`src/hw/rtl/kpp_pkg.sv`:
```
`timescale 1ns / 1ps
// ----------------------------------------------------------------------------
// kpp_pkg
// Types and constants shared by the keyframe pose player.
// ----------------------------------------------------------------------------
package kpp_pkg;

    // Signed Q15.8 word width for positions, angles and increments.
    localparam int QW        = 24;
    // x, z and angle travel together as three lanes.
    localparam int LANES     = 3;
    localparam int SEG_W     = 4;
    localparam int STEP_W    = 10;
    localparam int FCNT_W    = 5;
    localparam int DIV_CNT_W = 5;
    localparam int TDATA_W   = 80;
    localparam int TUSER_W   = 2;

    localparam logic [1:0] OP_WRITE = 2'd0;
    localparam logic [1:0] OP_START = 2'd1;
    localparam logic [1:0] OP_TICK  = 2'd2;

    localparam logic CFG_STEPS = 1'b0;
    localparam logic CFG_COUNT = 1'b1;

    localparam logic [STEP_W-1:0]    STEPS_RESET = 10'd200;
    localparam logic [DIV_CNT_W-1:0] DIV_LAST    = DIV_CNT_W'(QW - 1);

    // lane 0 = x, lane 1 = z, lane 2 = angle
    typedef logic [LANES-1:0][QW-1:0] lanes_t;

    typedef enum logic [2:0] {
        ST_IDLE,
        ST_RD_CUR,
        ST_RD_NXT,
        ST_LOAD,
        ST_DIV,
        ST_DONE
    } state_t;

    typedef struct packed {
        logic rd_en;
        logic rd_next;
        logic cur_cap;
        logic div_load;
        logic div_step;
        logic finish;
    } ctl_t;

endpackage

```
`src/hw/rtl/keyframe_pose_player.sv`:
```
`timescale 1ns / 1ps
// ----------------------------------------------------------------------------
// keyframe_pose_player
// Keyframe table plus linear interpolation of x, z and angle in Q15.8.
// ----------------------------------------------------------------------------
//  channel   direction  signals                          contents
//  s_*       in         s_tvalid/s_tready/s_tdata/s_tuser write, start, tick
//  m_*       out        m_tvalid/m_tready/m_tdata        pose after each request
//  cfg_*     in         cfg_we/cfg_index/cfg_data        steps_per_segment, frame_count
//
//  Write, plain tick, stop and ignored requests load the result register
//  directly. Start and segment advance pass through the accepting cycle,
//  two keyframe memory reads, a divider load, the 24-step restoring divider
//  (three lanes in parallel) and a finish cycle.
//  Reset clears control state; the keyframe memory is not cleared.
//  A request is taken only while the sequencer is idle and the result
//  register is empty or being drained.
// ----------------------------------------------------------------------------
module keyframe_pose_player #(
    parameter int MAX_KEYFRAMES = 16
) (
    input  logic                          clk,
    input  logic                          rst_n,
    input  logic                          s_tvalid,
    output logic                          s_tready,
    // [3:0] frame_index, [27:4] frame_x, [51:28] frame_z, [75:52] frame_angle
    input  logic [kpp_pkg::TDATA_W-1:0]   s_tdata,
    // [1:0] operation
    input  logic [kpp_pkg::TUSER_W-1:0]   s_tuser,
    output logic                          m_tvalid,
    input  logic                          m_tready,
    // [23:0] pose_x, [47:24] pose_z, [71:48] pose_angle, [72] is_playing,
    // [76:73] current_segment
    output logic [kpp_pkg::TDATA_W-1:0]   m_tdata,
    input  logic                          cfg_we,
    input  logic                          cfg_index,
    input  logic [kpp_pkg::STEP_W-1:0]    cfg_data
);

    localparam int DEPTH = (MAX_KEYFRAMES < 16) ? MAX_KEYFRAMES : 16;
    localparam int AW    = (DEPTH > 1) ? $clog2(DEPTH) : 1;
    localparam logic [kpp_pkg::FCNT_W-1:0] DEPTH_CNT = kpp_pkg::FCNT_W'(DEPTH);

    localparam int QW     = kpp_pkg::QW;
    localparam int LANES  = kpp_pkg::LANES;
    localparam int STEP_W = kpp_pkg::STEP_W;
    localparam int SEG_W  = kpp_pkg::SEG_W;
    localparam int FCNT_W = kpp_pkg::FCNT_W;

    // request fields
    logic [1:0]       op;
    logic [SEG_W-1:0] frame_index;
    kpp_pkg::lanes_t  frame_in;

    assign op          = s_tuser[1:0];
    assign frame_index = s_tdata[3:0];
    assign frame_in    = s_tdata[3*QW+3:4];

    // configuration
    logic [STEP_W-1:0] steps_reg;
    logic [FCNT_W-1:0] count_reg;

    // play state
    kpp_pkg::state_t   state_reg, state_next;
    kpp_pkg::ctl_t     ctl;
    kpp_pkg::lanes_t   pose_reg, pose_next;
    kpp_pkg::lanes_t   step_reg;
    logic [STEP_W-1:0] tick_reg, tick_next;
    logic [SEG_W-1:0]  seg_reg, seg_next;
    logic              playing_reg, playing_next;
    logic              job_start_reg, job_start_next;

    // result register
    logic              m_tvalid_reg;
    kpp_pkg::lanes_t   pose_out_reg;
    logic              playing_out_reg;
    logic [SEG_W-1:0]  seg_out_reg;
    logic              out_load;

    // keyframe memory
    kpp_pkg::lanes_t   keyframe_mem [DEPTH];
    kpp_pkg::lanes_t   rd_data_reg;
    kpp_pkg::lanes_t   cur_reg;
    logic [AW-1:0]     rd_addr;
    logic [SEG_W-1:0]  seg_plus1;
    logic              mem_we;

    // divider lanes
    logic [LANES-1:0][QW-1:0]     num_reg;
    logic [LANES-1:0][STEP_W-1:0] rem_reg;
    logic [LANES-1:0]             neg_reg;
    logic [STEP_W-1:0]            div_reg;
    logic [kpp_pkg::DIV_CNT_W-1:0] dcnt_reg;

    logic [LANES-1:0][QW:0]       diff;
    logic [LANES-1:0][QW:0]       neg_diff;
    logic [LANES-1:0][QW-1:0]     mag;
    logic [LANES-1:0][STEP_W:0]   rem_sh;
    logic [LANES-1:0][STEP_W:0]   rem_sub;
    logic [LANES-1:0]             ge;
    logic [LANES-1:0][STEP_W-1:0] rem_step;
    logic [LANES-1:0][QW-1:0]     num_step;
    logic [LANES-1:0][QW-1:0]     quot;

    // decode
    logic              accept;
    logic              go_long;
    logic [FCNT_W-1:0] eff_count;
    logic [STEP_W-1:0] eff_steps;
    logic              tick_done;
    logic              seg_last;
    logic              can_start;

    assign accept    = s_tvalid && s_tready;
    assign eff_count = (count_reg > DEPTH_CNT) ? DEPTH_CNT : count_reg;
    assign eff_steps = (steps_reg == '0) ? STEP_W'(1) : steps_reg;
    assign tick_done = tick_reg >= eff_steps;
    // next segment beyond count - 2 ends play
    assign seg_last  = ({2'b00, seg_reg} + 6'd3) > {1'b0, eff_count};
    assign can_start = !playing_reg && (eff_count >= FCNT_W'(2));

    // ------------------------------------------------------------------
    // configuration registers
    // ------------------------------------------------------------------
    always_ff @(posedge clk or negedge rst_n)
    begin
        if (!rst_n)
        begin
            steps_reg <= kpp_pkg::STEPS_RESET;
            count_reg <= '0;
        end
        else if (cfg_we)
        begin
            case (cfg_index)
                kpp_pkg::CFG_STEPS: steps_reg <= cfg_data;
                kpp_pkg::CFG_COUNT: count_reg <= cfg_data[FCNT_W-1:0];
                default: ;
            endcase
        end
    end

    // ------------------------------------------------------------------
    // request decode and state update
    // ------------------------------------------------------------------
    always_comb
    begin
        go_long        = 1'b0;
        mem_we         = 1'b0;
        pose_next      = pose_reg;
        tick_next      = tick_reg;
        seg_next       = seg_reg;
        playing_next   = playing_reg;
        job_start_next = job_start_reg;
        if (accept)
        begin
            case (op)
                kpp_pkg::OP_WRITE:
                begin
                    mem_we = (int'(frame_index) < MAX_KEYFRAMES);
                end
                kpp_pkg::OP_START:
                begin
                    if (can_start)
                    begin
                        go_long        = 1'b1;
                        seg_next       = '0;
                        tick_next      = '0;
                        playing_next   = 1'b1;
                        job_start_next = 1'b1;
                    end
                end
                kpp_pkg::OP_TICK:
                begin
                    if (playing_reg)
                    begin
                        if (tick_done)
                        begin
                            if (seg_last)
                            begin
                                seg_next     = '0;
                                playing_next = 1'b0;
                            end
                            else
                            begin
                                seg_next       = seg_reg + 1'b1;
                                tick_next      = '0;
                                go_long        = 1'b1;
                                job_start_next = 1'b0;
                            end
                        end
                        else
                        begin
                            for (int i = 0; i < LANES; i++)
                            begin
                                pose_next[i] = pose_reg[i] + step_reg[i];
                            end
                            tick_next = tick_reg + 1'b1;
                        end
                    end
                end
                default: ;
            endcase
        end
        else if (ctl.div_load && job_start_reg)
        begin
            // start loads the pose from frame 0
            pose_next = cur_reg;
        end
    end

    assign out_load = (accept && !go_long) || ctl.finish;

    always_ff @(posedge clk or negedge rst_n)
    begin
        if (!rst_n)
        begin
            pose_reg      <= '0;
            step_reg      <= '0;
            tick_reg      <= '0;
            seg_reg       <= '0;
            playing_reg   <= 1'b0;
            job_start_reg <= 1'b0;
            m_tvalid_reg  <= 1'b0;
        end
        else
        begin
            pose_reg      <= pose_next;
            tick_reg      <= tick_next;
            seg_reg       <= seg_next;
            playing_reg   <= playing_next;
            job_start_reg <= job_start_next;
            if (ctl.finish)
            begin
                step_reg <= quot;
            end
            if (out_load)
            begin
                m_tvalid_reg <= 1'b1;
            end
            else if (m_tready)
            begin
                m_tvalid_reg <= 1'b0;
            end
        end
    end

    always_ff @(posedge clk)
    begin
        if (out_load)
        begin
            pose_out_reg    <= pose_next;
            playing_out_reg <= playing_next;
            seg_out_reg     <= seg_next;
        end
    end

    assign m_tvalid = m_tvalid_reg;
    assign m_tdata  = {3'b000, seg_out_reg, playing_out_reg, pose_out_reg};

    // ------------------------------------------------------------------
    // keyframe memory: one write port, one registered read port
    // ------------------------------------------------------------------
    assign seg_plus1 = seg_reg + 1'b1;
    assign rd_addr   = ctl.rd_next ? seg_plus1[AW-1:0] : seg_reg[AW-1:0];

    always_ff @(posedge clk)
    begin
        if (mem_we)
        begin
            keyframe_mem[frame_index[AW-1:0]] <= frame_in;
        end
    end

    always_ff @(posedge clk)
    begin
        if (ctl.rd_en)
        begin
            rd_data_reg <= keyframe_mem[rd_addr];
        end
        if (ctl.cur_cap)
        begin
            cur_reg <= rd_data_reg;
        end
    end

    // ------------------------------------------------------------------
    // restoring divider, one quotient bit per cycle in each lane
    // ------------------------------------------------------------------
    always_comb
    begin
        for (int i = 0; i < LANES; i++)
        begin
            diff[i]     = {rd_data_reg[i][QW-1], rd_data_reg[i]}
                        - {cur_reg[i][QW-1], cur_reg[i]};
            neg_diff[i] = -diff[i];
            mag[i]      = diff[i][QW] ? neg_diff[i][QW-1:0] : diff[i][QW-1:0];
            rem_sh[i]   = {rem_reg[i], num_reg[i][QW-1]};
            rem_sub[i]  = rem_sh[i] - {1'b0, div_reg};
            ge[i]       = rem_sh[i] >= {1'b0, div_reg};
            rem_step[i] = ge[i] ? rem_sub[i][STEP_W-1:0] : rem_sh[i][STEP_W-1:0];
            num_step[i] = {num_reg[i][QW-2:0], ge[i]};
            quot[i]     = neg_reg[i] ? (~num_reg[i] + 1'b1) : num_reg[i];
        end
    end

    always_ff @(posedge clk)
    begin
        if (ctl.div_load)
        begin
            for (int i = 0; i < LANES; i++)
            begin
                num_reg[i] <= mag[i];
                rem_reg[i] <= '0;
                neg_reg[i] <= diff[i][QW];
            end
            div_reg <= eff_steps;
        end
        else if (ctl.div_step)
        begin
            num_reg <= num_step;
            rem_reg <= rem_step;
        end
    end

    always_ff @(posedge clk or negedge rst_n)
    begin
        if (!rst_n)
        begin
            dcnt_reg <= '0;
        end
        else if (ctl.div_load)
        begin
            dcnt_reg <= '0;
        end
        else if (ctl.div_step)
        begin
            dcnt_reg <= dcnt_reg + 1'b1;
        end
    end

    // ------------------------------------------------------------------
    // sequencer
    // ------------------------------------------------------------------
    always_ff @(posedge clk or negedge rst_n)
    begin
        if (!rst_n)
        begin
            state_reg <= kpp_pkg::ST_IDLE;
        end
        else
        begin
            state_reg <= state_next;
        end
    end

    always_comb
    begin
        state_next = state_reg;
        case (state_reg)
            kpp_pkg::ST_IDLE:
            begin
                if (accept && go_long)
                begin
                    state_next = kpp_pkg::ST_RD_CUR;
                end
            end
            kpp_pkg::ST_RD_CUR: state_next = kpp_pkg::ST_RD_NXT;
            kpp_pkg::ST_RD_NXT: state_next = kpp_pkg::ST_LOAD;
            kpp_pkg::ST_LOAD:   state_next = kpp_pkg::ST_DIV;
            kpp_pkg::ST_DIV:
            begin
                if (dcnt_reg == kpp_pkg::DIV_LAST)
                begin
                    state_next = kpp_pkg::ST_DONE;
                end
            end
            kpp_pkg::ST_DONE:   state_next = kpp_pkg::ST_IDLE;
            default:            state_next = kpp_pkg::ST_IDLE;
        endcase
    end

    always_comb
    begin
        ctl      = '0;
        s_tready = 1'b0;
        case (state_reg)
            kpp_pkg::ST_IDLE:   s_tready = !m_tvalid_reg || m_tready;
            kpp_pkg::ST_RD_CUR: ctl.rd_en = 1'b1;
            kpp_pkg::ST_RD_NXT:
            begin
                ctl.rd_en   = 1'b1;
                ctl.rd_next = 1'b1;
                ctl.cur_cap = 1'b1;
            end
            kpp_pkg::ST_LOAD:   ctl.div_load = 1'b1;
            kpp_pkg::ST_DIV:    ctl.div_step = 1'b1;
            kpp_pkg::ST_DONE:   ctl.finish   = 1'b1;
            default: ;
        endcase
    end

    // ------------------------------------------------------------------
    // assertions
    // ------------------------------------------------------------------
    a_no_result_overwrite: assert property (@(posedge clk) disable iff (!rst_n)
        out_load |-> (!m_tvalid_reg || m_tready))
        else $error("result register overwritten while pending");

    a_divisor_nonzero: assert property (@(posedge clk) disable iff (!rst_n)
        (state_reg == kpp_pkg::ST_DIV) |-> (div_reg != '0))
        else $error("divider running with zero divisor");

    a_long_job_enters_read: assert property (@(posedge clk) disable iff (!rst_n)
        (accept && go_long) |=> (state_reg == kpp_pkg::ST_RD_CUR))
        else $error("start or advance did not begin the memory reads");

    a_finish_while_playing: assert property (@(posedge clk) disable iff (!rst_n)
        ctl.finish |-> playing_reg)
        else $error("increments finished with playback stopped");

endmodule
```
`config.mk`:
```
export PLATFORM = sky130hd
export DESIGN_NAME = keyframe_pose_player
export DESIGN_NICKNAME = d
export VERILOG_FILES = /design/src/hw/rtl/kpp_pkg.sv /design/src/hw/rtl/keyframe_pose_player.sv
export SDC_FILE = /design/constraint.sdc
export NUM_CORES = 2
export LEC_CHECK = 0
export ABC_CLOCK_PERIOD_IN_PS = 8000
export BUFFER_PORTS_ARGS = -buffer_cell sky130_fd_sc_hd__buf_2
export CORE_MARGIN = 1
export CORE_UTILIZATION = 34
export CTS_BUF_LIST = sky130_fd_sc_hd__clkbuf_4 sky130_fd_sc_hd__clkbuf_8 sky130_fd_sc_hd__clkbuf_16
export DETAILED_ROUTE_END_ITERATION = 16
export GPL_TIMING_DRIVEN = 0
export HOLD_SLACK_MARGIN = 0.02
export PLACE_DENSITY = 0.51
export SETUP_SLACK_MARGIN = 0.1
export SYNTH_ARGS = -nofsm -noshare
export SYNTH_HDL_FRONTEND = slang
export SYNTH_SLANG_ARGS = --single-unit
export TNS_END_PERCENT = 1
```
`constraint.sdc`:
```
create_clock -name clk -period 8 [get_ports clk]
set_input_delay 0.4 -clock clk [delete_from_list [all_inputs] [get_ports clk]]
set_output_delay 0.4 -clock clk [all_outputs]
set_load 0.005 [all_outputs]
```
==> out/metrics.yaml <==
seqPwrFrac_pct: 33.1
ys_types: 106
fin_area_mm2: 0.08607
final_cells: 8094
path_cells: "nor4_1 > a41o_1 > ha_1 > nand2b_1 > a21o_1 > a21o_1 > a21o_1 > a21o_1 > a2111oi_0 > o31ai_1 > nor3_1 > clkbuf_1 > buf_1 > a21oi_1"
synth_area_mm2: 0.07312
final_common_cell: "edfxtp_1"
grt_use_total_pct: 17.84
nFillCells: 19350
peakVddDrop_v: 0.0002615
setup-violations-final: 0
min_period_ns: 5.883
slew_headroom_pct: 9.859
crit_path_max_incr_delay_ns: 0.84
wl_per_cell_um: 23.95
status: "finished clean"
fin_crit_sh_pct: 73.54
clk_pin_slew_ns: 0.06
clock_latency_ns: 0.83
timing.hold.ws_ns: 0.1304
rsz0062_at_grt: "no"
ant_nets: 0
netlist_instances: 4586
grt_max_degree: 110
skew_ns: 0.05713
multi_input_area_mm2: 0.02287
critical_path_class: "flip-flop to flip-flop"
io_buffers: 172
place_area_mm2: 0.07947
synthesis.yosys.warnings: 0
vias: 41650
cp_slowest_cell: "buf_1"
antenna_found_initial: 33
utilization_pct: 40.42
cp_max_fo: 10
io_pins: 180
clk_path_buf_depth: 3
yosysSeqAreaShare_pct: 67.00
place_congestion: 0.8498
layout_common_cells: "edfxtp_1 (1,458), mux4_2 (360), nand2_1 (319), o21ai_0 (315), ha_1 (199)"
slew_viol_final: 0
nets: 5436
syn_avg_cell_area_um2: 15.94
dieArea_mm2: 0.2169
max_freq_mhz: 170.0
crit_top_cell: "a21o_1"
endpoint_kind: "flip-flop"
grt_pass1_wl_mm: 284.4
pwr-share-clk_pct: 21.8
cts_sinks: 1672
p_per_area_mw_per_mm2: 425.7
drcViolationCount: 0
wirelength_mm: 193.9
swShare_pct: 37.49
required_ns: 8.47
hold_path_class: "input pin to flip-flop"
fp.dieW_um: 465.7
cts_made_buffers: 178
ctsResizeCount: 0
cts_tree: "built"
worst_pin_slew_ns: 1.331
die_y_um: 465.7
hold_viol: 0
drive_above_1_share_pct: 19.44
ys_ff_latch: 1672
dp_cells: 7684
p_int_w: 0.02290
grt_pass1_vias: 42150
grt_overflow: 0
vias_per_cell: 5.146
start_util_pct: 34.34
drt_iter0_drc: 3375
rows: 169
p_sw_w: 0.01374
leakage_nw: 30.10
cts_max_level: 4
final-seq-area_mm2: 0.04899
crit_arrival_ns: 6.35
largest_reg_flops: 1152
area_delta_synth_final_pct: 17.71
cap_violations: 0
core_area_mm2: 0.2129
synthFlopType: "edfxtp_1"
drtPass1Iterations: 5
worstSetupStartpointType: "flip-flop"
cts-root-buf: "clkbuf_16"
synth_edf_count: 1458
synthArstFlopShare_pct: 11.00
pwr-share-comb_pct: 45.1
hpwlAfterDp_mm: 137.5
area by class of cell:
| cell class | instances | share of cell area, % |
|---|---|---|
| multi-input combinational | 2546 | 26.57 |
| antenna | 6 | 0.01744 |
| tap | 2821 | 4.101 |
| sequential | 1672 | 56.92 |
| buffer | 183 | 0.8621 |
| inverter | 187 | 0.8185 |
| timing repair buffer | 362 | 4.076 |
| clock buffer | 249 | 5.895 |
| clock inverter | 68 | 0.7385 |
metrics by stage:
stage               setup slack, ns  total power (W)  TNS [ns]
floorplan                    0.6278          0.02387         0
global route                  1.974          0.03899         0
CTS                           2.095          0.03705         0
finish                        2.117          0.03664         0
detailed placement            2.151          0.02891         0
global placement             -8.242          0.02868  -5056.63
power by group through the flow:
| stage | clock, W | sequential [W] | combinational, W |
|---|---|---|---|
| after floorplan | 0 | 0.0119 | 0.0119 |
| after global placement | 0 | 0.0124 | 0.0163 |
| after detailed placement | 0 | 0.0123 | 0.0166 |
| after CTS | 0.00820 | 0.0121 | 0.0167 |
| after global routing | 0.00852 | 0.0123 | 0.0182 |
| final | 0.00800 | 0.0121 | 0.0165 |
per-layer routing:
layer / vias up / part of all wire, % / global-route usage [%]
met1: 21380 / 45 / 24.72
met4: 30 / 2.3 / 4.735
met2: 919 / 47 / 28.78
met3: 246 / 5.1 / 3.291
met5: - / 0.097 / 0
li1: 19080 / - / -
path summary, 6_finish.rpt:
check | startpoint | endpoint | slack (ns) | cells after the start
min in group asynchronous | rst_n | pose_reg[23] | 0.19 | 2
max in group asynchronous | rst_n | pose_reg[50] | 6.71 | 3
worst max-delay path | steps_reg[5] | m_tdata[43] | 2.12 | 14
worst min register to register | rd_data_reg[64] | cur_reg[64] | 0.46 | 0
worst min-delay path | cfg_we | count_reg[4] | 0.13 | 3
worst max register to register | steps_reg[5] | m_tdata[43] | 2.12 | 14
Yosys cell counts (28+ instances only):
master | instances | share of area, %
nand2_1 | 320 | 1.6
xnor2_1 | 113 | 1.4
a21o_1 | 50 | 0.51
nor3_1 | 53 | 0.36
ha_1 | 199 | 3.4
o31ai_1 | 44 | 0.45
inv_1 | 186 | 0.95
dfxtp_1 | 30 | 0.82
a221oi_1 | 34 | 0.41
o21ai_0 | 315 | 2.2
mux2i_1 | 30 | 0.41
nor2_1 | 189 | 0.97
mux4_2 | 360 | 11
buf_1 | 28 | 0.14
nand2b_1 | 45 | 0.39
nor2b_1 | 31 | 0.27
o22ai_1 | 39 | 0.33
a21oi_1 | 150 | 1.0
dfrtp_1 | 181 | 6.2
nand3_1 | 49 | 0.34
edfxtp_1 | 1458 | 60
xor2_1 | 138 | 1.7
clkbuf_1 | 139 | 0.71
o21a_1 | 31 | 0.32
cell families after synthesis:
kind of cell / synth area share (%)
and+or+nand+nor: 5.522
buffers and inverters: 1.973
DFF: 67.00
adders and majority gates: 3.652
xor gates and xnor gates: 3.007
other: 0.005129
AOI/OAI and AO/OA: 7.204
muxes: 11.64
repair_timing:
| action | in CTS | in global routing |
|---|---|---|
| buffers inserted | 0 | 0 |
| hold buffers | 87 | 0 |
| hold endpoints to repair | 1251 | 0 |
critical path: cells and delay by family, from the launching register on:
family | cells | cell delay [ns]
compound gates | 8 | 2.28
buf+inv | 2 | 1.47
simple gates | 3 | 1.12
flops | 1 | 0.40
fa+ha+maj | 1 | 0.25
Note: power is estimated with default switching activity, not from simulation.
